**src/hw/rtl/reb_pkg.sv**
```systemverilog
`timescale 1ns / 1ps
`default_nettype none
// ----------------------------------------------------------------------------
// reb_pkg
// Shared types and codes for the rotary encoder and push button decoder.
// ----------------------------------------------------------------------------
package reb_pkg;

    localparam int CFG_DATA_W  = 16;
    localparam int CFG_INDEX_W = 2;
    localparam int FAST_W      = 8;
    localparam int PRESS_CFG_W = 16;

    // Register indexes on the configuration port
    localparam logic [CFG_INDEX_W-1:0] REG_FAST_INTERVAL   = 2'd0;
    localparam logic [CFG_INDEX_W-1:0] REG_LONG_PRESS      = 2'd1;
    localparam logic [CFG_INDEX_W-1:0] REG_VERY_LONG_PRESS = 2'd2;

    // Reset values of the configuration registers
    localparam logic [FAST_W-1:0]      FAST_INTERVAL_RST   = 8'd10;
    localparam logic [PRESS_CFG_W-1:0] LONG_PRESS_RST      = 16'd100;
    localparam logic [PRESS_CFG_W-1:0] VERY_LONG_PRESS_RST = 16'd300;

    // Rotation codes
    localparam logic [1:0] ROT_NONE = 2'd0;
    localparam logic [1:0] ROT_CW   = 2'd1;
    localparam logic [1:0] ROT_CCW  = 2'd2;

    // Button event codes
    localparam logic [1:0] BTN_NONE      = 2'd0;
    localparam logic [1:0] BTN_SHORT     = 2'd1;
    localparam logic [1:0] BTN_LONG      = 2'd2;
    localparam logic [1:0] BTN_VERY_LONG = 2'd3;

    // Thresholds handed from the register file to the decoders
    typedef struct packed {
        logic [FAST_W-1:0]      fast_interval;
        logic [PRESS_CFG_W-1:0] long_press_ticks;
        logic [PRESS_CFG_W-1:0] very_long_press_ticks;
    } reb_cfg_t;

endpackage
`default_nettype wire

```
**src/hw/rtl/reb_quad.sv**
```systemverilog
`timescale 1ns / 1ps
`default_nettype none
// ----------------------------------------------------------------------------
// reb_quad
// Quadrature step decoder with a saturating gap counter for fast steps.
// ----------------------------------------------------------------------------
module reb_quad
    import reb_pkg::*;
#(
    parameter int GAP_WIDTH = 8
) (
    input  wire logic       aclk,
    input  wire logic       aresetn,
    input  wire logic       step_en,
    input  wire logic       pin_a,
    input  wire logic       pin_b,
    input  wire reb_cfg_t   cfg,
    output logic [1:0]      rotation,
    output logic            fast
);

    localparam int GCW = (GAP_WIDTH > FAST_W) ? GAP_WIDTH : FAST_W;
    localparam logic [GAP_WIDTH-1:0] GAP_MAX = {GAP_WIDTH{1'b1}};

    logic                 last_a_reg, last_a_next;
    logic                 held_b_reg, held_b_next;
    logic [GAP_WIDTH-1:0] gap_reg, gap_next;
    logic [GAP_WIDTH-1:0] gap_inc;
    logic [GCW-1:0]       gap_ext, gap_inc_ext, fi_ext;

    assign fi_ext  = GCW'(cfg.fast_interval);
    assign gap_ext = GCW'(gap_reg);

    // Advance the gap counter while below the fast interval and its maximum
    always_comb begin
        if (gap_reg != '0 && gap_ext < fi_ext && gap_reg != GAP_MAX) begin
            gap_inc = gap_reg + GAP_WIDTH'(1);
        end else begin
            gap_inc = gap_reg;
        end
    end

    assign gap_inc_ext = GCW'(gap_inc);

    // Latch B on a falling A, decode direction on a rising A
    always_comb begin
        rotation    = ROT_NONE;
        held_b_next = held_b_reg;
        if (last_a_reg) begin
            if (!pin_a) begin
                held_b_next = pin_b;
            end
        end else if (pin_a) begin
            if (pin_b && !held_b_reg) begin
                rotation = ROT_CW;
            end else if (!pin_b && held_b_reg) begin
                rotation = ROT_CCW;
            end
        end
        last_a_next = pin_a;
        fast        = 1'b0;
        gap_next    = gap_inc;
        if (rotation != ROT_NONE) begin
            fast     = (gap_inc != '0) && (gap_inc_ext < fi_ext);
            gap_next = GAP_WIDTH'(1);
        end
    end

    always_ff @(posedge aclk) begin
        if (!aresetn) begin
            last_a_reg <= 1'b1;
            held_b_reg <= 1'b1;
            gap_reg    <= '0;
        end else if (step_en) begin
            last_a_reg <= last_a_next;
            held_b_reg <= held_b_next;
            gap_reg    <= gap_next;
        end
    end

endmodule
`default_nettype wire

```
**src/hw/rtl/reb_button.sv**
```systemverilog
`timescale 1ns / 1ps
`default_nettype none
// ----------------------------------------------------------------------------
// reb_button
// Press length counter for the active-low push button.
// ----------------------------------------------------------------------------
module reb_button
    import reb_pkg::*;
#(
    parameter int PRESS_WIDTH = 16
) (
    input  wire logic       aclk,
    input  wire logic       aresetn,
    input  wire logic       step_en,
    input  wire logic       pin_button,
    input  wire reb_cfg_t   cfg,
    output logic [1:0]      button_event
);

    localparam int PCW = (PRESS_WIDTH > PRESS_CFG_W) ? PRESS_WIDTH : PRESS_CFG_W;
    localparam logic [PRESS_WIDTH-1:0] PRESS_MAX = {PRESS_WIDTH{1'b1}};

    logic                   last_btn_reg;
    logic [PRESS_WIDTH-1:0] press_reg, press_next;
    logic [PRESS_WIDTH-1:0] press_inc;
    logic [PCW-1:0]         press_ext, press_inc_ext, long_ext, vlong_ext;

    assign press_inc     = (press_reg == PRESS_MAX) ? press_reg : press_reg + PRESS_WIDTH'(1);
    assign press_ext     = PCW'(press_reg);
    assign press_inc_ext = PCW'(press_inc);
    assign long_ext      = PCW'(cfg.long_press_ticks);
    assign vlong_ext     = PCW'(cfg.very_long_press_ticks);

    // Classify on release, report very long while held
    always_comb begin
        button_event = BTN_NONE;
        press_next   = press_reg;
        if (pin_button) begin
            if (!last_btn_reg) begin
                if (press_ext >= long_ext) begin
                    button_event = BTN_LONG;
                end else if (press_reg != '0) begin
                    button_event = BTN_SHORT;
                end
            end
            press_next = '0;
        end else if (last_btn_reg) begin
            press_next = PRESS_WIDTH'(1);
        end else if (press_reg != '0) begin
            if (press_inc_ext > vlong_ext) begin
                button_event = BTN_VERY_LONG;
                press_next   = '0;
            end else begin
                press_next = press_inc;
            end
        end
    end

    always_ff @(posedge aclk) begin
        if (!aresetn) begin
            last_btn_reg <= 1'b1;
            press_reg    <= '0;
        end else if (step_en) begin
            last_btn_reg <= pin_button;
            press_reg    <= press_next;
        end
    end

endmodule
`default_nettype wire

```
**src/hw/rtl/rotary_encoder_button_decoder.sv**
```systemverilog
`timescale 1ns / 1ps
`default_nettype none
// ----------------------------------------------------------------------------
// rotary_encoder_button_decoder
// Decodes encoder steps, fast stepping and button press lengths, one result
// word for every sample word.
//
//   channel | ports                               | direction
//   --------+-------------------------------------+----------
//   sample  | s_valid s_ready s_pin_a/b/button    | in
//   result  | m_valid m_ready m_rotation/fast/    | out
//           | m_button_event                      |
//   config  | cfg_wr_en cfg_index cfg_wdata       | in
//
// One word per cycle while the result side is ready; a word goes from the
// input register to the result register, with all decode work between them.
// Reset (aresetn, synchronous) restores thresholds 10/100/300 and clears state.
// A stalled result holds the result register; a new sample is still taken
// while the result register frees up in the same cycle.
// ----------------------------------------------------------------------------
module rotary_encoder_button_decoder
    import reb_pkg::*;
#(
    parameter int GAP_WIDTH   = 8,
    parameter int PRESS_WIDTH = 16
) (
    input  wire logic                   aclk,
    input  wire logic                   aresetn,
    input  wire logic                   cfg_wr_en,
    input  wire logic [CFG_INDEX_W-1:0] cfg_index,
    input  wire logic [CFG_DATA_W-1:0]  cfg_wdata,
    input  wire logic                   s_valid,
    output logic                        s_ready,
    input  wire logic                   s_pin_a,
    input  wire logic                   s_pin_b,
    input  wire logic                   s_pin_button,
    output logic                        m_valid,
    input  wire logic                   m_ready,
    output logic [1:0]                  m_rotation,
    output logic                        m_fast,
    output logic [1:0]                  m_button_event
);

    reb_cfg_t   cfg_reg;
    logic       in_valid_reg;
    logic       in_a_reg, in_b_reg, in_btn_reg;
    logic       out_valid_reg;
    logic [1:0] out_rot_reg;
    logic       out_fast_reg;
    logic [1:0] out_evt_reg;
    logic       advance;
    logic       s_accept;
    logic [1:0] rotation;
    logic       fast;
    logic [1:0] button_event;

    // Configuration register file
    always_ff @(posedge aclk) begin
        if (!aresetn) begin
            cfg_reg.fast_interval         <= FAST_INTERVAL_RST;
            cfg_reg.long_press_ticks      <= LONG_PRESS_RST;
            cfg_reg.very_long_press_ticks <= VERY_LONG_PRESS_RST;
        end else if (cfg_wr_en) begin
            case (cfg_index)
                REG_FAST_INTERVAL:   cfg_reg.fast_interval <= cfg_wdata[FAST_W-1:0];
                REG_LONG_PRESS:      cfg_reg.long_press_ticks <= cfg_wdata;
                REG_VERY_LONG_PRESS: cfg_reg.very_long_press_ticks <= cfg_wdata;
                default: ;
            endcase
        end
    end

    // Move a word from the input register when the result register frees up
    assign advance  = in_valid_reg && (!out_valid_reg || m_ready);
    assign s_ready  = !in_valid_reg || advance;
    assign s_accept = s_valid && s_ready;

    // Input register
    always_ff @(posedge aclk) begin
        if (!aresetn) begin
            in_valid_reg <= 1'b0;
        end else if (s_accept) begin
            in_valid_reg <= 1'b1;
        end else if (advance) begin
            in_valid_reg <= 1'b0;
        end
    end

    always_ff @(posedge aclk) begin
        if (s_accept) begin
            in_a_reg   <= s_pin_a;
            in_b_reg   <= s_pin_b;
            in_btn_reg <= s_pin_button;
        end
    end

    reb_quad #(
        .GAP_WIDTH (GAP_WIDTH)
    ) u_quad (
        .aclk     (aclk),
        .aresetn  (aresetn),
        .step_en  (advance),
        .pin_a    (in_a_reg),
        .pin_b    (in_b_reg),
        .cfg      (cfg_reg),
        .rotation (rotation),
        .fast     (fast)
    );

    // Skip button handling on ticks that report a step
    reb_button #(
        .PRESS_WIDTH (PRESS_WIDTH)
    ) u_button (
        .aclk         (aclk),
        .aresetn      (aresetn),
        .step_en      (advance && (rotation == ROT_NONE)),
        .pin_button   (in_btn_reg),
        .cfg          (cfg_reg),
        .button_event (button_event)
    );

    // Result register
    always_ff @(posedge aclk) begin
        if (!aresetn) begin
            out_valid_reg <= 1'b0;
        end else if (advance) begin
            out_valid_reg <= 1'b1;
        end else if (m_ready) begin
            out_valid_reg <= 1'b0;
        end
    end

    always_ff @(posedge aclk) begin
        if (advance) begin
            out_rot_reg  <= rotation;
            out_fast_reg <= fast;
            out_evt_reg  <= (rotation == ROT_NONE) ? button_event : BTN_NONE;
        end
    end

    assign m_valid        = out_valid_reg;
    assign m_rotation     = out_rot_reg;
    assign m_fast         = out_fast_reg;
    assign m_button_event = out_evt_reg;

endmodule
`default_nettype wire

```
**config.mk**
```make
export PLATFORM = sky130hd
export DESIGN_NAME = rotary_encoder_button_decoder
export DESIGN_NICKNAME = d
export VERILOG_FILES = /design/src/hw/rtl/reb_pkg.sv /design/src/hw/rtl/reb_quad.sv /design/src/hw/rtl/reb_button.sv /design/src/hw/rtl/rotary_encoder_button_decoder.sv
export SDC_FILE = /design/constraint.sdc
export NUM_CORES = 1
export LEC_CHECK = 0
export BUFFER_PORTS_ARGS = -buffer_cell sky130_fd_sc_hd__buf_4
export CAP_MARGIN = 10
export CELL_PAD_IN_SITES_DETAIL_PLACEMENT = 1
export CELL_PAD_IN_SITES_GLOBAL_PLACEMENT = 1
export CORE_MARGIN = 2
export CORE_UTILIZATION = 35
export CTS_CLUSTER_DIAMETER = 200
export CTS_CLUSTER_SIZE = 28
export DETAILED_ROUTE_END_ITERATION = 8
export PLACE_DENSITY_LB_ADDON = 0.3
export SYNTH_ARGS = -nofsm -noshare
export SYNTH_HDL_FRONTEND = slang
export SYNTH_HIERARCHICAL = 1
export SYNTH_SLANG_ARGS = --single-unit
```
**constraint.sdc**
```tcl
create_clock -name aclk -period 6.1 [get_ports aclk]
set_clock_uncertainty 0.2 [all_clocks]
set_input_delay 0 -clock aclk [delete_from_list [all_inputs] [get_ports aclk]]
set_output_delay 0 -clock aclk [all_outputs]
set_load 0.1 [all_outputs]
```
# == Word level (Yosys, flattened, before mapping) ==
# Index checks and enable logic that the tools add are counted.
# Widths: inputs -> output; s select.
# totals
ff_bits,77
out_inout_bits,7
elab_cells,77
inputBits,26
# op_classes
add_sub_neg,2
n_eq_ne,4
muxes,22
bitwise,1
magnitude_cmp,4
reduce_logical,28
# op_table
operator,count
$mux 16,5
$mux 2,10
$add 16x1->16 const B,1
$eq 16x16->1 const B,1
$ge 16x16->1,1
$gt 16x16->1,1
$lt 8x8->1,2
$mux 8,2
$reduce_bool 16->1,1
$reduce_bool 8->1,2
$add 8x1->8 const B,1
$logic_and 1x1->1,8
$ne 8x8->1 const B,1
$reduce_and 2->1,4
$reduce_bool 2->1,3
$mux 1,5
$logic_not 1->1,4
$logic_not 2->1,2
$reduce_and 3->1,1
$reduce_bool 3->1,1
$eq 2x1->1 const B,1
$eq 2x2->1 const B,1
$logic_or 1x1->1,2
$not 1->1,1

# == Logic depth before layout (Yosys ltp) ==
# Gate-level depths: netlist of the first run.
# logic_depth
ltp_word,9
mapped_depth,15
mapped_depth_nobuf,14

# == Cells and area by module ==
# Netlist of the first run, hierarchy kept.
# by_module_without_submodules
mod,n_inst,area_per_inst_um2,cells_each
reb_button,1,2068.2,271
rotary_encoder_button_decoder,1,1934.4,181
reb_quad,1,1134.8,151

# == Worst setup path after synthesis of the first run ==
# No wires, ideal clock.
# synth_path
kind,flip-flop to flip-flop
start,"register u_button.press_reg[0], in the netlist u_button/press_ext[0]"
end,"register u_button.press_reg[10], in the netlist u_button/press_ext[10]"
slack_ps,2242
setup_ps,117
path_buffers,2
synth_period_minus_slack_ps,3858
arrival_ps,3540
stages_incl_launch_ff,16
cell_sequence,dfxtp_1 > ha_1 > nand3_1 > or4_4 > buf_6 > and3_4 > nor2b_1 > or2_1 > ha_1 > nand4_1 > or3_1 > a21oi_1 > a211oi_1 > or2_0 > clkbuf_1 > a32o_1
# synth_between
elab_chain_cells,7
elab_cells_between_ends,11
cone_classes,1 x add/sub; 1 x order compare; 1 x eq/ne; 5 x mux; 3 x reduce/logical
# synth_lines
element,line_no,source
from (decl),reb_button.sv:24,"logic [PRESS_WIDTH-1:0] press_reg, press_next;"
from (signal assigned),reb_button.sv:65,press_reg <= press_next;
$add 16x1->16 / $eq 16x16->1 (equally long branches),reb_button.sv:28,assign press_inc = (press_reg == PRESS_MAX) ? press_reg : press_reg + PRESS_WIDTH'(1);
$mux 16,reb_button.sv:28,
$gt 16x16->1,reb_button.sv:50,if (press_inc_ext > vlong_ext) begin
$mux 16,reb_button.sv:50,
$mux 16,reb_button.sv:49,end else if (press_reg != '0) begin
$mux 16,reb_button.sv:47,end else if (last_btn_reg) begin
$mux 16,reb_button.sv:38,if (pin_button) begin
# Parallel ways exist; a longest one is shown, timed or not. The select of a mux whose other input is x is not followed.
# A chain may end at the register's enable or synchronous reset.

# == Worst setup path after layout of the first run ==
# layout_path
start,"register u_button.press_reg[0], in the netlist u_button/press_ext[0]"
end,"register u_button.press_reg[15], in the netlist u_button/press_ext[15]"
# Same word-level chain as after synthesis.

==> results of run 1 <==
## cell type report
cell class,count,area (sq um),share of cell area
clock buffers,12,268,0.0444
clock inverters,4,53.8,0.00892
inverters,57,214,0.0355
multi-input cells,438,3100,0.514
flip-flops and latches,77,1620,0.269
well taps,184,230,0.0382
repair buffers,63,543,0.0900
## cells in the final DEF, fill, tap and decap left out, types with 15 or more instances in the layout
cell type      instances
nand2_1               83
dfxtp_1               69
inv_1                 57
ha_1                  50
mux2i_1               38
buf_4                 35
dlygate4sd3_1         28
a21oi_1               20
nor2_1                19
nand3_1               18
nor3_1                17
nor2b_1               15
o21ai_0               15
## cell families (layout without fill, tap and decap cells)
kind of cell,after synthesis,after routing,synth area share
AND/OR/NAND/NOR,228,228,0.235
AO/OA/AOI/OAI,107,107,0.147
buffers and inverters,88,136,0.0809
flip-flops,77,77,0.316
adder cells (fa/ha/maj),50,50,0.122
multiplexers,38,38,0.0740
XOR/XNOR,15,15,0.0256
## worst max path at each step
stage | slack [ps] | cells past startpoint | endpoint | from
after detailed placement | 1710 | 13 | u_button/press_ext[15] | u_button/press_ext[0]
final | 1670 | 13 | u_button/press_ext[15] | u_button/press_ext[0]
after floorplan | 2240 | 15 | u_button/press_ext[10] | u_button/press_ext[0]
after CTS | 1670 | 13 | u_button/press_ext[10] | u_button/press_ext[0]
after global placement | 1920 | 14 | u_button/press_ext[12] | u_button/press_ext[0]
after global routing | 1380 | 13 | u_button/press_ext[15] | u_button/press_ext[0]
## metrics by stage
step | instance area (sq um) | power [uW]
2_1_floorplan | 5140 | 648
3_3_place_gp | 5430 | 688
3_5_place_dp | 5430 | 694
4_1_cts | 6030 | 1290
5_1_grt | 6030 | 1330
6_report | 6030 | 1270
## power breakdown
group	total [uW]	internal, uW	switching [uW]
registers	540	527	12.6
clock network	579	354	225
logic	156	65.0	91.2
total	1270	946	329
## worst max-delay path: stages, from the launching register on
cell and delay, ps:
dfxtp_1 420, inv_1 120, nor3_1 840, nand3_1 200
and2_1 240, or2_2 300, ha_1 310, nand4_1 130
or3_1 430, a21oi_1 190, a211oi_1 70, buf_4 190
or2_0 350, a32o_1 300
## layer usage
| metal | global-route usage | vias up |
|---|---|---|
| met5 | 0 | - |
| li1 | - | 2228 |
| met4 | 0.0778 | 0 |
| met3 | 0.0351 | 22 |
| met2 | 0.302 | 101 |
| met1 | 0.260 | 2155 |
==> flow_metrics.py, run 1 <==
metrics = {
    "placement": {
        "gp_congestion": 0.881,
        "port_buffers": 32,
        "dp_slack_ps": 1710,
        "hpwl_microns": 10700,
        "placedCellCount": 791,
    },
    "route": {
        "vias": 4506,
        "detail_route.wirelength.met1_microns": 6850,
        "routed.top_layer": "met4",
        "wl_met2_microns": 6310,
        "drt_pass1_iterations": 5,
        "routed_wl_microns": 14200,
        "drc": 0,
        "drtIter0Drc": 215,
        "avgRoutedWirePerCell_microns": 17.0,
        "final_antenna_net_count": 0,
        "wl_met3_microns": 634,
        "via_per_inst": 5.40,
    },
    "grt": {
        "grt.total_usage": 0.192,
        "grt_max_degree": 74,
        "grt_pass1_vias": 4778,
        "grt_overflow": 0,
        "antenna_found_initial": 0,
        "grt_first_pass_wirelength_microns": 24300,
    },
    "sta": {
        "fin_crit_sh": 0.726,
        "max_slew_margin": 0.303,
        "tns_ps": 0,
        "report.final.hold_viol_count": 0,
        "whs_ps": 173,
        "period_minus_slack_ps": 4430,
        "drv_slew": 0,
        "fmax_mhz": 226,
        "worst_slack_ps": 1670,
        "rsz0062_at_grt": "false",
        "tightest_slew_ps": 1040,
        "setup_viol": 0,
    },
    "finish": {
        "largest_register_ffs": 40,
        "area_delta_synth_final_pct": 17.4,
        "diodes": 0,
        "nNetsFinal": 722,
        "layout-drive-gt1-share": 0.104,
        "post-route-util": 0.418,
        "num-fill-cells": 1693,
        "layoutNonFillerInstCount": 835,
    },
    "yosys": {
        "synth_seq_area_share": 0.316,
        "ys.flop_type": "dfxtp_1",
        "syn_nets": 679,
        "synthArstFlopShare": 0,
        "yosysMostFrequentCell": "nand2_1",
        "ys_ff_latch": 77,
        "yosys.area.top_type_share": 0.269,
        "synth_edf_count": 8,
        "ys_warn_count": 6,
        "synth_cell_type_count": 69,
        "synth_top_cells_by_count": "nand2_1, dfxtp_1, inv_1, ha_1, mux2i_1",
        "syn_area_sq_mm": 0.00514,
        "synth_area_leader_cell": "dfxtp_1",
        "avgSynthCellArea_sq_um": 8.52,
        "synth.area.top_cells": "dfxtp_1, ha_1, mux2i_1, nand2_1, edfxtp_1",
        "netlist_instances": 603,
    },
    "clock_tree": {
        "cts_buffers": 9,
        "ctsResizeCount": 0,
        "cts.path.max_buffers": 2,
        "cts.sinks": 77,
        "postCtsSetupBuffers": 0,
        "h-tree-depth": 3,
        "insertion_delay_ps": 350,
        "cts_root_buf": "clkbuf_16",
        "cts_hold_buf": 28,
        "cts_tree": "built",
        "clk_pin_slew_worst_paths_ps": 60,
    },
    "power_and_ir_drop": {
        "p_leak_uw": 0.00255,
        "vdd_drop_max_uv": 134,
        "p_per_area_mw_per_mm2": 211,
    },
    "die": {
        "ios": 33,
        "die_area_sq_mm": 0.0157,
        "num_rows": 44,
        "die_h_microns": 125,
        "initial_utilization": 0.356,
        "die_w_microns": 125,
        "core_area_sq_mm": 0.0144,
    },
    "critical_path": {
        "cp_data_required_time_ps": 6140,
        "critPathMaxFanout": 12,
        "crit_path_start_kind": "flip-flop",
        "timing.rr.end": "u_button/press_ext[15]",
        "end_kind": "flip-flop",
        "criticalPathCategory": "reg -> reg",
        "rr_worst_depth": 13,
        "r2r_slack_ps": 1670,
        "arrival_ps": 4470,
        "r2r_start": "u_button/press_ext[0]",
    },
    "hold_path": {
        "min_to": "in_b_reg",
        "min-delay-start": "s_pin_b",
        "whs_path_depth": 2,
        "hp-class": "in -> reg",
    },
    "status": {
        "outcome": "completed",
    },
    "run": {
        "maxCapViolCount": 0,
    },
}
No activity file was read; power rests on OpenSTA's default activity.
==> inputs of run 2 (changes only) <==
ABC_AREA = 1   (was unset)
clock period = 4.6 ns   (was 6.1 ns; I/O delays follow)
==> run 2 against run 1 <==
  * First-iteration DRC count grew 0.47%
  * Critical path type unchanged
  * Non-clock buffer count grew 8
  * Sequential cell count is the same
  * Clock power grew 30%
  * Largest cell class unchanged
  * Largest power group is now combinational logic
==> flow_metrics.py, run 2 <==
metrics = {
    "status": {
        "outcome": "completed",
    },
    "clock_tree": {
        "insertion_delay_ps": 350,
        "clk_pin_slew_worst_paths_ps": 60,
        "postCtsSetupBuffers": 0,
        "cts_root_buf": "clkbuf_16",
        "cts_tree": "built",
        "cts_buffers": 9,
        "cts.sinks": 77,
        "h-tree-depth": 3,
        "cts.path.max_buffers": 2,
    },
    "critical_path": {
        "cp_data_required_time_ps": 4660,
        "critPathMaxFanout": 16,
        "arrival_ps": 3590,
        "cpMaxStageDelayCell": "nand2_1",
        "path_buf_inv": 0,
        "crit_path_start_kind": "flip-flop",
        "critical-path-top-delay-family": "simple AND/OR/NAND/NOR gates",
        "end_kind": "flip-flop",
        "criticalPathCategory": "reg -> reg",
        "crit_top_cell": "nand2_1",
        "crit_chain": "ha_1 -> nand3_2 -> nor3_2 -> nand2_1 -> xor2_1 -> nand2_2 -> ha_1 -> nand2_1 -> nor3_1 -> nand3_1 -> nand2_1 -> nand2_1 -> nand2_1 -> nand2_1 -> a21oi_1",
        "slowest_delay_ps": 480,
    },
    "sta": {
        "period_minus_slack_ps": 3530,
        "report.final.hold_viol_count": 0,
        "tightest_slew_ps": 1110,
        "fin_crit_sh": 0.767,
        "rsz0062_at_grt": "false",
        "max_slew_margin": 0.257,
        "fmax_mhz": 284,
        "setup_viol": 0,
        "drv_slew": 0,
        "whs_ps": 17.6,
        "tns_ps": 0,
    },
    "route": {
        "drc": 0,
        "routed_wl_microns": 15900,
        "drtIter0Drc": 216,
        "final_antenna_net_count": 0,
        "avgRoutedWirePerCell_microns": 15.3,
        "via_per_inst": 4.88,
        "vias": 5068,
        "drt_pass1_iterations": 4,
    },
    "grt": {
        "antenna_found_initial": 0,
        "grt_pass1_vias": 5556,
        "grt_max_degree": 46,
        "grt.total_usage": 0.212,
        "grt_overflow": 0,
        "grt_first_pass_wirelength_microns": 26900,
    },
    "finish": {
        "num-fill-cells": 1878,
        "layout-drive-gt1-share": 0.0867,
        "postLayoutCellArea_sq_mm": 0.00625,
        "final_common_cell": "nand2_1",
        "final_cell_mix": "nand2_1, inv_1, nor2_1, dfxtp_1",
        "diodes": 0,
        "nNetsFinal": 925,
        "area_delta_synth_final_pct": 20.3,
        "largest_register_ffs": 40,
    },
    "placement": {
        "hpwl_microns": 11700,
        "port_buffers": 32,
        "gp_congestion": 0.884,
        "dpl_cell_area_sq_mm": 0.00555,
    },
    "power_and_ir_drop": {
        "power_uw": 3260,
        "p_leak_uw": 0.00319,
        "p_per_area_mw_per_mm2": 521,
        "vdd_drop_max_uv": 243,
    },
    "yosys": {
        "netlist_instances": 786,
        "synthArstFlopShare": 0,
        "ys.flop_type": "dfxtp_1",
        "syn_nets": 862,
        "avgSynthCellArea_sq_um": 6.61,
        "synth_seq_area_share": 0.312,
        "ys_warn_count": 6,
        "synth_area_leader_cell": "dfxtp_1",
        "synth_top_cells_by_count": "nand2_1, inv_1, nor2_1, dfxtp_1",
        "synth.area.top_cells": "dfxtp_1, nand2_1, ha_1, inv_1, nor2_1",
        "yosysMostFrequentCell": "nand2_1",
        "synth_edf_count": 8,
        "yosys.area.top_type_share": 0.266,
        "synth_cell_type_count": 36,
        "ys_ff_latch": 77,
        "syn_area_sq_mm": 0.00519,
    },
    "run": {
        "maxCapViolCount": 0,
    },
    "hold_path": {
        "hp-class": "in -> reg",
    },
    "die": {
        "ios": 33,
        "die_h_microns": 126,
        "die_w_microns": 126,
        "num_rows": 44,
        "die_area_sq_mm": 0.0158,
        "initial_utilization": 0.357,
        "core_area_sq_mm": 0.0145,
    },
}
-- run 2: cell types whose count changed after synthesis, sizes merged, moves of 34 or more --
cell / before / now
nand2: 84 / 220
inv: 57 / 146
nor2: 19 / 96
mux2i: 38 / 0
nand3: 18 / 55
a21oi: 20 / 54
-- run 2: final cells by class --
| cell class | instances | area, sq um | area share |
|---|---|---|---|
| Multi-Input combinational cell | 542 | 2900 | 0.465 |
| Sequential cell | 77 | 1620 | 0.260 |
| Timing Repair Buffer | 71 | 631 | 0.101 |
| Inverter | 148 | 556 | 0.0889 |
| Tap cell | 184 | 230 | 0.0369 |
| Clock buffer | 9 | 225 | 0.0361 |
| Clock inverter | 7 | 80.1 | 0.0128 |
-- run 2: report_power, final --
group	switching [uW]	internal, uW
combinational	1080	606
clock	285	467
sequential	80.7	738
-- run 2: final timing paths --
check	cells after the start	from	endpoint	slack (ps)
max reg2reg	15	u_button/press_ext[1]	u_button/press_ext[0]	1070
min	4	cfg_index[1]	cfg_reg[35]	20
max	15	u_button/press_ext[1]	u_button/press_ext[0]	1070
min reg2reg	2	cfg_reg[35]	cfg_reg[35]	270
-- run 2: cell families after synthesis --
logic type               after synthesis  synth area share
adder cells (fa/ha/maj)               50             0.120
buffers and inverters                167             0.129
XOR/XNOR                              16            0.0270
flip-flops                            77             0.312
AO/OA/AOI/OAI                         78            0.0843
AND/OR/NAND/NOR                      398             0.327
-- run 2: layer usage --
metal	global-route usage	wire, microns	vias up	part of all wire
li1	-	-	2572	-
met1	0.234	6540	2394	0.41
met2	0.398	8430	73	0.53
met3	0.0382	431	29	0.027
met4	0.0853	464	0	0.029
met5	0	0	-	0
-- run 2: worst min-delay path: stages --
cell     delay (ps)
buf_4           120
nor2_1          190
nand3_1         130
nand3_1          70
-- run 2: repair_timing --
item / 4_1_cts / 5_1_grt
hold endpoints to repair: 50 / 0
gates resized for setup: 0 / 0
hold buffers: 39 / 0
-- run 2: stage by stage --
step                instances  setup WS (ps)   util
floorplan                 786           1810      -
global placement          983           1230  0.382
detailed placement        983           1130  0.382
CTS                      1038           1100  0.430
global route             1038            787  0.430
finish                   1038           1070  0.430
